==> src/rtl/wheel_speed_pi_regulator_unit_macros.svh <==
// assertion macros shared by the wheel speed regulator rtl
`ifndef WHEEL_SPEED_PI_REGULATOR_UNIT_MACROS_SVH
`define WHEEL_SPEED_PI_REGULATOR_UNIT_MACROS_SVH

// property that must hold at every clock edge outside reset
`define WSPR_CHECK(label, expr) \
  label: assert property (@(posedge clk) disable iff (rst) (expr)) \
    else $error("wspr check failed");

// consequence that must hold in the cycle after the antecedent
`define WSPR_CHECK_NEXT(label, ante, cons) \
  label: assert property (@(posedge clk) disable iff (rst) (ante) |=> (cons)) \
    else $error("wspr sequence check failed");

`endif

==> src/rtl/wspr_pkg.sv <==
// shared types and constants for the wheel speed regulator
package wspr_pkg;

  // field widths
  localparam int ORDER_W   = 14;
  localparam int COEF_W    = 16;
  localparam int TARGET_W  = 20;
  localparam int DUTY_W    = 17;
  localparam int ENC_W     = 16;
  localparam int PCT_W     = 7;
  localparam int LEFT_W    = 21;
  localparam int REM_W     = 22;
  localparam int ERR_W     = 21;
  localparam int TICKS_W   = 17;
  localparam int CFG_IDX_W = 2;
  localparam int CFG_DAT_W = 16;

  // shared multiplier operand and product widths
  localparam int MUL_A_W = 17;
  localparam int MUL_B_W = 22;
  localparam int PROD_W  = MUL_A_W + 1 + MUL_B_W;

  // fixed-point constants
  localparam logic [TICKS_W-1:0] MID_COUNT = TICKS_W'(32768);
  localparam logic [DUTY_W-1:0]  DUTY_FULL = DUTY_W'(65536);
  localparam logic [MUL_A_W-1:0] PCT_SCALE = MUL_A_W'(100);
  localparam logic signed [ERR_W-1:0] ERR_MAX = {1'b0, {(ERR_W-1){1'b1}}};
  localparam logic signed [ERR_W-1:0] ERR_MIN = {1'b1, {(ERR_W-1){1'b0}}};

  // largest tick count one sample can report
  localparam int TICKS_MAX_I = (32768 > 65535 - 32768) ? 32768 : 65535 - 32768;
  localparam logic [TICKS_W-1:0] TICKS_MAX = TICKS_W'(TICKS_MAX_I);

  // configuration register indexes
  localparam logic [CFG_IDX_W-1:0] CFG_SETPOINT   = 2'd0;
  localparam logic [CFG_IDX_W-1:0] CFG_TICK_SCALE = 2'd1;
  localparam logic [CFG_IDX_W-1:0] CFG_GAIN_NOW   = 2'd2;
  localparam logic [CFG_IDX_W-1:0] CFG_GAIN_PREV  = 2'd3;

  // configuration reset values
  localparam logic [ORDER_W-1:0] SETPOINT_RST   = ORDER_W'(3840);
  localparam logic [COEF_W-1:0]  TICK_SCALE_RST = COEF_W'(4506);
  localparam logic [COEF_W-1:0]  GAIN_NOW_RST   = COEF_W'(7950);
  localparam logic [COEF_W-1:0]  GAIN_PREV_RST  = COEF_W'(6698);

  // item function codes
  localparam logic FUNC_START  = 1'b0;
  localparam logic FUNC_SAMPLE = 1'b1;

  // configuration seen by the datapath
  typedef struct packed {
    logic [ORDER_W-1:0] speed_setpoint;
    logic [COEF_W-1:0]  tick_speed_scale;
    logic [COEF_W-1:0]  gain_now;
    logic [COEF_W-1:0]  gain_prev;
  } cfg_t;

endpackage

==> src/rtl/wspr_channel_if.sv <==
// handshake channels of the wheel speed regulator: command, status and configuration
interface wspr_cmd_if import wspr_pkg::*; ();
  logic                valid;
  logic                ready;
  logic                func;
  logic [TARGET_W-1:0] target_ticks;
  logic [DUTY_W-1:0]   initial_duty;
  logic [ENC_W-1:0]    encoder_count;

  modport source (output valid, func, target_ticks, initial_duty, encoder_count,
                  input ready);
  modport sink (input valid, func, target_ticks, initial_duty, encoder_count,
                output ready);
endinterface

interface wspr_status_if import wspr_pkg::*; ();
  logic                     valid;
  logic                     ready;
  logic [PCT_W-1:0]         duty_percent;
  logic                     brake;
  logic signed [LEFT_W-1:0] ticks_left;

  modport source (output valid, duty_percent, brake, ticks_left, input ready);
  modport sink (input valid, duty_percent, brake, ticks_left, output ready);
endinterface

interface wspr_cfg_if import wspr_pkg::*; ();
  logic                 valid;
  logic                 ready;
  logic [CFG_IDX_W-1:0] index;
  logic [CFG_DAT_W-1:0] data;

  modport source (output valid, index, data, input ready);
  modport sink (input valid, index, data, output ready);
endinterface

==> src/rtl/wheel_speed_pi_regulator_unit.sv <==
// wheel speed regulator: incremental pi law on one shared multiplier
// a start item or a sample with no ticks left goes through S_PCT and S_OUT; an active sample
//   through S_SPEED, S_ERR, S_NOW, S_PREV, S_SUM, S_PCT, S_OUT (four products, one multiplier)
// S_OUT waits for a free status slot; cmd.ready is high only while the sequencer is idle
// reset (rst, synchronous): registers to defaults, tick count, previous error and duty zero
module wheel_speed_pi_regulator_unit import wspr_pkg::*; (
  input  logic          clk,
  input  logic          rst,
  wspr_cmd_if.sink      cmd,
  wspr_status_if.source status,
  wspr_cfg_if.sink      cfg
);

`include "wheel_speed_pi_regulator_unit_macros.svh"

  typedef enum logic [2:0] {
    S_IDLE, S_SPEED, S_ERR, S_NOW, S_PREV, S_SUM, S_PCT, S_OUT
  } state_t;

  state_t                     state;
  cfg_t                       regs;
  logic signed [REM_W-1:0]    remaining_ticks;
  logic signed [ERR_W-1:0]    previous_error;
  logic [DUTY_W-1:0]          previous_duty;
  logic [DUTY_W-1:0]          current_duty;
  logic [TICKS_W-1:0]         ticks;
  logic signed [ERR_W-1:0]    err;
  logic signed [PROD_W-1:0]   acc;
  logic signed [PROD_W-1:0]   prod;
  logic [MUL_A_W-1:0]         mul_a;
  logic signed [MUL_B_W-1:0]  mul_b;
  logic [TICKS_W-1:0]         ticks_next;
  logic [23:0]                speed;
  logic signed [24:0]         speed_err;
  logic signed [ERR_W-1:0]    err_next;
  logic signed [PROD_W-1:0]   delta;
  logic signed [32:0]         duty_sum;
  logic [DUTY_W-1:0]          duty_next;
  logic [DUTY_W-1:0]          start_duty;
  logic                       out_free;

  // configuration registers
  wspr_cfg_regs u_cfg (
    .clk  (clk),
    .rst  (rst),
    .cfg  (cfg),
    .regs (regs)
  );

  // operand select for the shared multiplier
  always_comb begin
    case (state)
      S_SPEED: begin
        mul_a = MUL_A_W'(regs.tick_speed_scale);
        mul_b = $signed({{(MUL_B_W-TICKS_W){1'b0}}, ticks});
      end
      S_NOW: begin
        mul_a = MUL_A_W'(regs.gain_now);
        mul_b = MUL_B_W'(err);
      end
      S_PREV: begin
        mul_a = MUL_A_W'(regs.gain_prev);
        mul_b = MUL_B_W'(previous_error);
      end
      // percent product is held while the result waits
      S_PCT, S_OUT: begin
        mul_a = PCT_SCALE;
        mul_b = $signed({{(MUL_B_W-DUTY_W){1'b0}}, current_duty});
      end
      default: begin
        mul_a = '0;
        mul_b = '0;
      end
    endcase
  end

  wspr_mul u_mul (
    .clk  (clk),
    .a    (mul_a),
    .b    (mul_b),
    .prod (prod)
  );

  // ticks done since the last read
  assign ticks_next = ({1'b0, cmd.encoder_count} > MID_COUNT)
                    ? TICKS_W'({1'b0, cmd.encoder_count} - MID_COUNT)
                    : TICKS_W'(MID_COUNT - {1'b0, cmd.encoder_count});

  // speed error from the speed product, saturated
  always_comb begin
    speed     = prod[31:8];
    speed_err = $signed({11'b0, regs.speed_setpoint}) - $signed({1'b0, speed});
    if (speed_err < ERR_MIN) begin
      err_next = ERR_MIN;
    end else if (speed_err > ERR_MAX) begin
      err_next = ERR_MAX;
    end else begin
      err_next = speed_err[ERR_W-1:0];
    end
  end

  // duty update: floor of the product difference plus previous duty, clamped
  always_comb begin
    delta    = acc - prod;
    duty_sum = 33'($signed(delta[PROD_W-1:8])) + $signed({16'b0, previous_duty});
    if (duty_sum[32]) begin
      duty_next = '0;
    end else if (duty_sum[31:0] > 32'(DUTY_FULL)) begin
      duty_next = DUTY_FULL;
    end else begin
      duty_next = duty_sum[DUTY_W-1:0];
    end
  end

  // start duty saturates at full
  assign start_duty = (cmd.initial_duty > DUTY_FULL) ? DUTY_FULL : cmd.initial_duty;

  assign out_free  = !status.valid || status.ready;
  assign cmd.ready = (state == S_IDLE);

  // sequencer, regulator state and result register
  always_ff @(posedge clk) begin
    if (rst) begin
      state           <= S_IDLE;
      remaining_ticks <= '0;
      previous_error  <= '0;
      previous_duty   <= '0;
      current_duty    <= '0;
      status.valid    <= 1'b0;
    end else begin
      // a taken result clears unless a new one is loaded below
      if (status.valid && status.ready && state != S_OUT) begin
        status.valid <= 1'b0;
      end
      case (state)
        S_IDLE: begin
          if (cmd.valid) begin
            if (cmd.func == FUNC_START) begin
              remaining_ticks <= $signed({2'b0, cmd.target_ticks});
              current_duty    <= start_duty;
              previous_error  <= '0;
              previous_duty   <= '0;
              state           <= S_PCT;
            end else if (remaining_ticks > 0) begin
              ticks <= ticks_next;
              state <= S_SPEED;
            end else begin
              state <= S_PCT;
            end
          end
        end
        S_SPEED: state <= S_ERR;
        S_ERR: begin
          err   <= err_next;
          state <= S_NOW;
        end
        S_NOW: state <= S_PREV;
        S_PREV: begin
          acc   <= prod;
          state <= S_SUM;
        end
        S_SUM: begin
          remaining_ticks <= remaining_ticks - $signed({{(REM_W-TICKS_W){1'b0}}, ticks});
          current_duty    <= duty_next;
          previous_duty   <= duty_next;
          previous_error  <= err;
          state           <= S_PCT;
        end
        S_PCT: state <= S_OUT;
        S_OUT: begin
          if (out_free) begin
            status.valid        <= 1'b1;
            status.duty_percent <= prod[16 +: PCT_W];
            status.brake        <= remaining_ticks[REM_W-1] || (remaining_ticks == '0);
            status.ticks_left   <= remaining_ticks[LEFT_W-1:0];
            state               <= S_IDLE;
          end
        end
        default: state <= S_IDLE;
      endcase
    end
  end

  // duty never exceeds full scale
  `WSPR_CHECK(a_duty_range, current_duty <= DUTY_FULL)
  // previous duty is either cleared by a start or tracks the current duty
  `WSPR_CHECK(a_prev_duty, previous_duty == '0 || previous_duty == current_duty)
  // the count can only overshoot zero by one sample's worth of ticks
  `WSPR_CHECK(a_overshoot, remaining_ticks >= -$signed({{(REM_W-TICKS_W){1'b0}}, TICKS_MAX}))
  // an accepted item keeps the sequencer busy
  `WSPR_CHECK_NEXT(a_busy_after_accept, cmd.valid && cmd.ready, state != S_IDLE)

endmodule

==> src/rtl/wspr_cfg_regs.sv <==
// configuration register file of the wheel speed regulator
module wspr_cfg_regs import wspr_pkg::*; (
  input  logic      clk,
  input  logic      rst,
  wspr_cfg_if.sink  cfg,
  output cfg_t      regs
);

  // writes are always taken
  assign cfg.ready = 1'b1;

  // register writes by index
  always_ff @(posedge clk) begin
    if (rst) begin
      regs.speed_setpoint   <= SETPOINT_RST;
      regs.tick_speed_scale <= TICK_SCALE_RST;
      regs.gain_now         <= GAIN_NOW_RST;
      regs.gain_prev        <= GAIN_PREV_RST;
    end else if (cfg.valid) begin
      case (cfg.index)
        CFG_SETPOINT:   regs.speed_setpoint   <= cfg.data[ORDER_W-1:0];
        CFG_TICK_SCALE: regs.tick_speed_scale <= cfg.data[COEF_W-1:0];
        CFG_GAIN_NOW:   regs.gain_now         <= cfg.data[COEF_W-1:0];
        CFG_GAIN_PREV:  regs.gain_prev        <= cfg.data[COEF_W-1:0];
        default: ;
      endcase
    end
  end

endmodule

==> src/rtl/wspr_mul.sv <==
// shared signed multiplier with registered product
module wspr_mul import wspr_pkg::*; (
  input  logic                      clk,
  input  logic [MUL_A_W-1:0]        a,
  input  logic signed [MUL_B_W-1:0] b,
  output logic signed [PROD_W-1:0]  prod
);

  // unsigned coefficient times signed operand
  always_ff @(posedge clk) begin
    prod <= $signed({1'b0, a}) * b;
  end

endmodule
==> src/flat_wrapper.sv <==
// flat-port wrapper written by rule: the top's interface ports become plain ports
module wheel_speed_pi_regulator_unit_flat import wspr_pkg::*;
  (clk, rst, cmd_valid, cmd_func, cmd_target_ticks, cmd_initial_duty, cmd_encoder_count, cmd_ready, status_valid, status_duty_percent, status_brake, status_ticks_left, status_ready, cfg_valid, cfg_index, cfg_data, cfg_ready);
  wspr_cmd_if cmd_i ();
  wspr_status_if status_i ();
  wspr_cfg_if cfg_i ();
  input  logic clk;
  input  logic rst;
  input wire logic [$bits(cmd_i.valid)-1:0] cmd_valid;
  input wire logic [$bits(cmd_i.func)-1:0] cmd_func;
  input wire logic [$bits(cmd_i.target_ticks)-1:0] cmd_target_ticks;
  input wire logic [$bits(cmd_i.initial_duty)-1:0] cmd_initial_duty;
  input wire logic [$bits(cmd_i.encoder_count)-1:0] cmd_encoder_count;
  output wire logic [$bits(cmd_i.ready)-1:0] cmd_ready;
  output wire logic [$bits(status_i.valid)-1:0] status_valid;
  output wire logic [$bits(status_i.duty_percent)-1:0] status_duty_percent;
  output wire logic [$bits(status_i.brake)-1:0] status_brake;
  output wire logic [$bits(status_i.ticks_left)-1:0] status_ticks_left;
  input wire logic [$bits(status_i.ready)-1:0] status_ready;
  input wire logic [$bits(cfg_i.valid)-1:0] cfg_valid;
  input wire logic [$bits(cfg_i.index)-1:0] cfg_index;
  input wire logic [$bits(cfg_i.data)-1:0] cfg_data;
  output wire logic [$bits(cfg_i.ready)-1:0] cfg_ready;
  assign cmd_i.valid = cmd_valid;
  assign cmd_i.func = cmd_func;
  assign cmd_i.target_ticks = cmd_target_ticks;
  assign cmd_i.initial_duty = cmd_initial_duty;
  assign cmd_i.encoder_count = cmd_encoder_count;
  assign cmd_ready = cmd_i.ready;
  assign status_valid = status_i.valid;
  assign status_duty_percent = status_i.duty_percent;
  assign status_brake = status_i.brake;
  assign status_ticks_left = status_i.ticks_left;
  assign status_i.ready = status_ready;
  assign cfg_i.valid = cfg_valid;
  assign cfg_i.index = cfg_index;
  assign cfg_i.data = cfg_data;
  assign cfg_ready = cfg_i.ready;
  wheel_speed_pi_regulator_unit u_core (.clk(clk), .rst(rst), .cmd(cmd_i), .status(status_i), .cfg(cfg_i));
endmodule
==> config.mk <==
export PLATFORM = sky130hd
export DESIGN_NAME = wheel_speed_pi_regulator_unit_flat
export DESIGN_NICKNAME = d
export VERILOG_FILES = /design/src/rtl/wspr_pkg.sv /design/src/rtl/wspr_channel_if.sv /design/src/rtl/wheel_speed_pi_regulator_unit.sv /design/src/rtl/wspr_cfg_regs.sv /design/src/rtl/wspr_mul.sv /design/src/flat_wrapper.sv
export VERILOG_INCLUDE_DIRS = /design/src /design/src/rtl
export SDC_FILE = /design/constraint.sdc
export NUM_CORES = 2
export LEC_CHECK = 0
export ABC_AREA = 1
export BUFFER_PORTS_ARGS = -buffer_cell sky130_fd_sc_hd__buf_4
export CAP_MARGIN = 30
export CORE_MARGIN = 5
export CORE_UTILIZATION = 29
export DETAILED_ROUTE_END_ITERATION = 16
export PLACE_DENSITY = 0.5
export SLEW_MARGIN = 0
export SYNTH_ARGS = -nofsm -noshare
export SYNTH_HDL_FRONTEND = slang
export SYNTH_HIERARCHICAL = 1
export SYNTH_SLANG_ARGS = --single-unit
==> constraint.sdc <==
create_clock -name clk -period 7 [get_ports clk]
set_input_delay 0.35 -clock clk [delete_from_list [all_inputs] [get_ports clk]]
set_output_delay 0.35 -clock clk [all_outputs]
set_load 0.1 [all_outputs]
After elaboration in Yosys (flattened, before gate mapping)
Cells that the tools add are included.
{"block": "totals", "wordCells": 92, "ff_bits": 290, "in_bits": 77, "out_inout_bits": 32}
{"block": "op_classes", "addsub": 6, "n_reduce_logical": 20, "eq_ne": 14, "n_bitwise": 1, "mux": 27, "n_lt_le_gt_ge": 6, "mul": 1}
{"op": "two-way mux 17 bit", "n": 8}
{"op": "one-hot mux 22 bit (4 select lines)", "n": 1}
{"op": "one-hot mux 17 bit (2 select lines)", "n": 2}
{"op": "one-hot mux 16 bit (4 select lines)", "n": 1}
{"op": "two-way mux 21 bit", "n": 3}
{"op": "two-way mux 22 bit", "n": 2}
{"op": "one-hot mux 22 bit (2 select lines)", "n": 1}
{"op": "one-hot mux 21 bit (2 select lines)", "n": 1}
{"op": "subtractor 40 bit", "n": 1}
{"op": "multiplier 17 x 22 -> 39 bit", "n": 1}
{"op": "adder 32 x 18 -> 33 bit", "n": 1}
{"op": "> comparator 32 x 17 -> 1 bit, second input constant", "n": 1}
{"op": "> comparator 25 x 21 -> 1 bit, second input constant", "n": 1}
{"op": "less-than comparator 25 x 21 -> 1 bit, second input constant", "n": 1}
{"op": "subtractor 14 x 24 -> 25 bit", "n": 1}
{"op": "one-hot mux 3 bit (8 select lines)", "n": 1}
{"op": "> comparator 22 x 1 -> 1 bit, second input constant", "n": 1}
{"op": "logical NOT 22 bit", "n": 1}
{"op": "subtractor 22 x 18 -> 22 bit", "n": 1}
{"op": "> comparator 17 bit, second input constant", "n": 1}
{"op": "subtractor 16 x 16 -> 17 bit, first input constant", "n": 1}
{"op": "subtractor 16 x 16 -> 17 bit, second input constant", "n": 1}
{"op": "> comparator 16 bit, second input constant", "n": 1}
{"op": "AND reduction 2 bit", "n": 7}
{"op": "20 further kinds", "n": 34}

Longest topological paths before layout
{"block": "logic_depth", "depth_word": 6, "mapped_depth": 35, "depth_no_buf": 32}

Modules after synthesis
Netlist, hierarchy kept.
{"module": "wspr_mul", "n_inst": 1, "cells_per_inst": 2075, "area_per_inst_um2": 15718.8}
{"module": "wheel_speed_pi_regulator_unit", "n_inst": 1, "cells_per_inst": 2070, "area_per_inst_um2": 14249.9}
{"module": "wspr_cfg_regs", "n_inst": 1, "cells_per_inst": 356, "area_per_inst_um2": 2474.9}

Worst setup path after synthesis
No wires, ideal clock.
{"block": "synth_timing", "kind": "register to register", "start": "register u_core.state[2]", "end": "register u_core.u_mul.prod[37]", "setup_slack_ps": 643, "arrival_time_ps": 6245, "t_required_ps": 6888, "period_less_slack_ps": 6357, "path_stages_with_launch": 25, "path_cell_list": "dfxtp_1 > nand2_1 > nor2_1 > clkbuf_1 > nand2_1 > nand3_1 > clkbuf_1 > nand2_1 > fa_1 > fa_1 > inv_1 > fa_1 > fa_1 > fa_1 > inv_1 > fa_1 > inv_1 > ha_1 > nand2_1 > nor2_1 > inv_1 > nor4_1 > nand2_1 > nand3_1 > nand2_1"}
{"block": "synth_between", "elab_chain_cells": 4, "word_cells_on_any_way": 9, "classes_between": "mul: 1; eq/ne: 5; mux: 2; reduce/logical: 1"}
{"item": "start, declared", "line_no": "wheel_speed_pi_regulator_unit.sv:20", "source": "state_t state;"}
{"item": "start signal, assigned", "line_no": "wheel_speed_pi_regulator_unit.sv:124", "source": "state <= S_IDLE;"}
{"item": "start signal, assigned", "line_no": "wheel_speed_pi_regulator_unit.sv:143", "source": "state <= S_PCT;"}
{"item": "start signal, assigned", "line_no": "wheel_speed_pi_regulator_unit.sv:146", "source": "state <= S_SPEED;"}
{"item": "== test 3 bit", "line_no": "wheel_speed_pi_regulator_unit.sv:52", "source": "case (state)"}
{"item": "OR reduction 2 bit", "line_no": "wheel_speed_pi_regulator_unit.sv:52"}
{"item": "one-hot mux 16 bit (4 select lines) *", "line_no": "wheel_speed_pi_regulator_unit.sv:52"}
{"item": "named net u_core.mul_a[4]", "line_no": "wheel_speed_pi_regulator_unit.sv:30", "source": "logic [MUL_A_W-1:0] mul_a;"}
{"item": "multiplier 17 x 22 -> 39 bit *", "line_no": "wspr_mul.sv:11", "source": "prod <= $signed({1'b0, a}) * b;"}
{"item": "end signal, assigned", "line_no": "wspr_mul.sv:11"}
{"item": "end, declared", "line_no": "wspr_mul.sv:6", "source": "output logic signed [PROD_W-1:0] prod"}
Mark *: on every way through the listed nets, which the timed path passes. The rest lies on a longest branch.
A chain may end at the register's enable or synchronous reset.

Worst setup path in the final report
{"block": "layout_timing", "start": "register u_core.state[2]", "end": "register u_core.u_mul.prod[35]"}
Same word-level chain as after synthesis.

==> results by group <==
Clock network
  • CTS tree: done
  • # H-tree levels: 2
  • Worst-path clk slew: roughly 60 ps
  • CTS Root Cell: clkbuf_16
  • Total clock sinks: 290
  • CTS Buf Count: 37
  • Clk_lat worst skew: 570 ps
  • Max Buffers Root-to-Sink: 3

Run
  • Max-Cap Viols: 0

Power
  • Pwr Density: 309 mW/mm^2
  • Leak: 19.6 nW
  • Worst VDD drop: 0.171 mV

Floorplan
  • Core Footprint: 0.111 mm^2
  • Die ar.: around 0.12 mm^2
  • I/O Pins: 109
  • Die Wd: 344 um
  • Die height: 344 um
  • Num rows: 122
  • Initial Util: 0.293

GRT
  • Number of global-route vias before repair: 28500
  • Gr usage total: 0.167
  • Remaining global-route overflow: 0
  • Pin count of the biggest net entering global routing: 66
  • Initial antenna violation count: 0
  • Grt peak-use layer: met2
  • First-pass GRT wire length: 157000 um
  • GR Util met2: 0.294
  • Met1 Use GR: 0.222
  • GR Util met3: 0.0147

Setup path
  • Worst Path Required: 7440 ps
  • Crit path arrival time: 7020 ps
  • Crit. End Element: flip-flop
  • Critical path class: reg -> reg
  • Startpoint types: flip-flop
  • Worst-path maximum fanout: 30

STA
  • WHS: 30.4 ps
  • Worst-Margin Slew: 1040 ps
  • Post-layout min period: 6590 ps
  • Clock Skew: ~33 ps
  • Total negative setup slack: 0 ps
  • Final hold vios: 0
  • Crit share post-route: 0.941
  • Fmax: about 0.15 GHz
  • Unrepaired setup endpoints after global routing: false
  • Max-slew headroom: 0.304
  • Setup violations, final: 0
  • Final slew viol count: 0

Drt
  • WL final: just under 100000 um
  • First DRT Iteration DRCs: roughly 1600
  • DRC: 0
  • Post-DRT Antenna Nets: 0
  • Drt pass-1 iters: 7
  • Wire per inst: roughly 16 um
  • Via count: around 28000
  • Avg Vias per Cell: ~4.5

Placed design
  • Port Buffers: 107
  • DP Wirelength: 81000 um
  • DP Area: 0.0358 mm^2
  • Routability cong.: 0.897

Yosys
  • Library cells used by synthesis: just over 60
  • Synth Register Bits: 290
  • Post-synthesis sequential area ratio: 0.212
  • Mean area per synthesized cell: 7.21 um^2
  • Ys flop type: dfxtp_1
  • Syn Inst Count: about 4500
  • Synth async-reset ratio: 0
  • Post-synth EDFFs: 107
  • Synth top area cells: fa_1 (23%), nand2_1 (15%), inv_1 (12%), dfxtp_1 (11%), edfxtp_1 (9.9%)
  • Synth area leader: fa_1
  • Synth Warn #: 6
  • Mapped Area: 0.0324 mm^2
  • Synth top area share: 0.231

Finish
  • Area Growth Syn to Fin: 14.2%
  • Post-layout instance area: 0.0371 mm^2
  • # nets final: around 5300
  • Layout fillers: 12000
  • Share of layout cells above drive strength 1: 0.0861
  • ANT cells: 0

Worst hold path
  • Worst min-delay path class: in -> reg

Status
  • Status: complete, no violations
## what timing repair did
| item | 4_1_cts | 5_1_grt |
|---|---|---|
| setup buffers | 0 | 2 |
| endpoints found under the hold margin | 2 | 0 |
| hold buffers | 2 | 0 |
| gates resized for setup | 0 | 10 |
| setup endpoints to repair | 0 | 9 |
## stage by stage
step / utilization / std cells / setup WS, ps / total power, mW
global route: 0.334 / 6132 / 51.4 / 12.5
floorplan: - / 4505 / 643 / 6.91
finish: 0.334 / 6132 / 413 / 11.4
global placement: 0.322 / 6059 / 314 / 9.52
detailed placement: 0.323 / 6060 / 260 / 9.54
CTS: 0.334 / 6130 / 214 / 11.5
## routing by layer
layer,up-vias,part of all wire
li1,13700,-
met1,13200,0.45
met2,511,0.48
met3,121,0.038
met4,0,0.027
met5,-,0
## worst paths after layout
kind	slack [ps]	from	cells after the start	end
hold reg to reg	430	u_core/u_mul/prod[5]$_DFF_P_	0	u_core/acc[5]$_DFFE_PP_
setup reg to reg	410	u_core/state[2]$_SDFFE_PP0P_	25	u_core/u_mul/prod[35]$_DFF_P_
hold / removal	30	cfg_data[7]	3	u_core/u_cfg/regs[39]$_SDFFE_PP1P_
setup / recovery	410	u_core/state[2]$_SDFFE_PP0P_	25	u_core/u_mul/prod[35]$_DFF_P_
## state kept, by name, indices dropped and copies added (netlist names)
name / count
u_core/u_cfg/regs: 62
u_core/acc: 40
u_core/u_mul/prod: 40
u_core/remaining_ticks: 22
u_core/err: 21
u_core/previous_error: 21
u_core/status.ticks_left: 21
u_core/current_duty: 17
u_core/previous_duty: 17
u_core/ticks: 17
u_core/status.duty_percent: 7
u_core/state: 3
u_core/status.brake: 1
u_core/status.valid: 1
## worst max-delay path: stages (launching register included)
cell        delay (ps)
dfxtp_2            370
nor2_1             150
inv_1               80
nor2_2             200
buf_12             240
nand2_1             80
nand3_1            260
nand2_1            210
fa_2               570
fa_1               650
clkinvlp_4         140
buf_4              180
fa_1               460
fa_1               510
fa_1               490
inv_1               50
fa_1               470
inv_1               40
ha_1               330
nand2_1            110
nor2_1             230
nand2_1            140
nor3_1             150
nand2_1            130
nand3_1             90
nand2_1             90
## layout make-up
cell class | count | area, um^2 | share of cell area
clock buffers | 54 | 1070 | 0.0289
clock inverters | 14 | 155 | 0.00419
inverters | 1082 | 4070 | 0.110
multi-input cells | 2994 | 21100 | 0.568
flip-flops and latches | 290 | 6880 | 0.186
well taps | 1488 | 1860 | 0.0502
repair buffers | 210 | 1970 | 0.0531
## cells by family after synthesis
group,share of synthesized area
simple gates,0.254
buf+inv,0.143
fa+ha+maj,0.302
compound gates,0.0654
flops,0.212
xor+xnor,0.0238
other cells,0.000231
## power breakdown
part	switching (mW)	total (mW)	internal [mW]
clock network	0.819	1.94	1.12
logic	4.72	7.21	2.49
registers	0.205	2.29	2.08
total	5.74	11.4	5.69
## layout by cell type (no fill, tap or decap), drive strengths merged, types with 2 or more instances in the layout
| cell type | netlist | routed |
|---|---|---|
| dlygate4sd3 | 0 | 2 |
| nand4 | 50 | 50 |
| a21boi | 16 | 16 |
| o21a | 4 | 4 |
| o2111ai | 16 | 16 |
| a31oi | 11 | 11 |
| o21ai | 63 | 63 |
| inv | 1077 | 1080 |
| nand3b | 6 | 6 |
| a21o | 4 | 4 |
| nor2 | 315 | 315 |
| conb | 2 | 6 |
| and2 | 2 | 2 |
| clkinvlp | 0 | 2 |
| nor3b | 7 | 7 |
| nor3 | 29 | 29 |
| clkbuf | 114 | 54 |
| and3 | 2 | 2 |
| nand3 | 182 | 182 |
| nand2 | 1354 | 1354 |
| dfxtp | 183 | 183 |
| a21oi | 204 | 204 |
| a22o | 4 | 4 |
| nor4 | 11 | 11 |
| or2 | 14 | 14 |
| o21bai | 8 | 8 |
| edfxtp | 107 | 107 |
| fa | 374 | 374 |
| o211ai | 2 | 2 |
| clkinv | 5 | 13 |
| o22ai | 17 | 17 |
| a22oi | 11 | 11 |
| buf | 22 | 208 |
| ha | 185 | 185 |
| xnor2 | 21 | 21 |
| xor2 | 67 | 67 |
## cells in the mapped netlist (3+ instances only)
library cell and count:
a21boi_0 13, a21o_1 4, a21oi_1 196, a21oi_2 8, a22o_1 4, a22oi_1 11, a31oi_1 11, buf_1 5
buf_2 11, buf_4 6, clkbuf_1 114, clkinv_1 5, dfxtp_1 183, dlygate4sd1_1 3, edfxtp_1 107, fa_1 374
ha_1 185, inv_1 1063, inv_2 14, nand2_1 1322, nand2_2 32, nand3_1 171, nand3_2 9, nand3b_1 6
nand4_1 50, nor2_1 288, nor2_2 18, nor2_4 9, nor3_1 25, nor3_2 3, nor3b_1 7, nor4_1 11
o2111ai_1 16, o21a_1 4, o21ai_0 58, o21ai_1 3, o21bai_1 8, o22ai_1 17, or2_2 12, xnor2_1 21
xor2_1 67
Note: power is estimated with default switching activity, not from simulation.
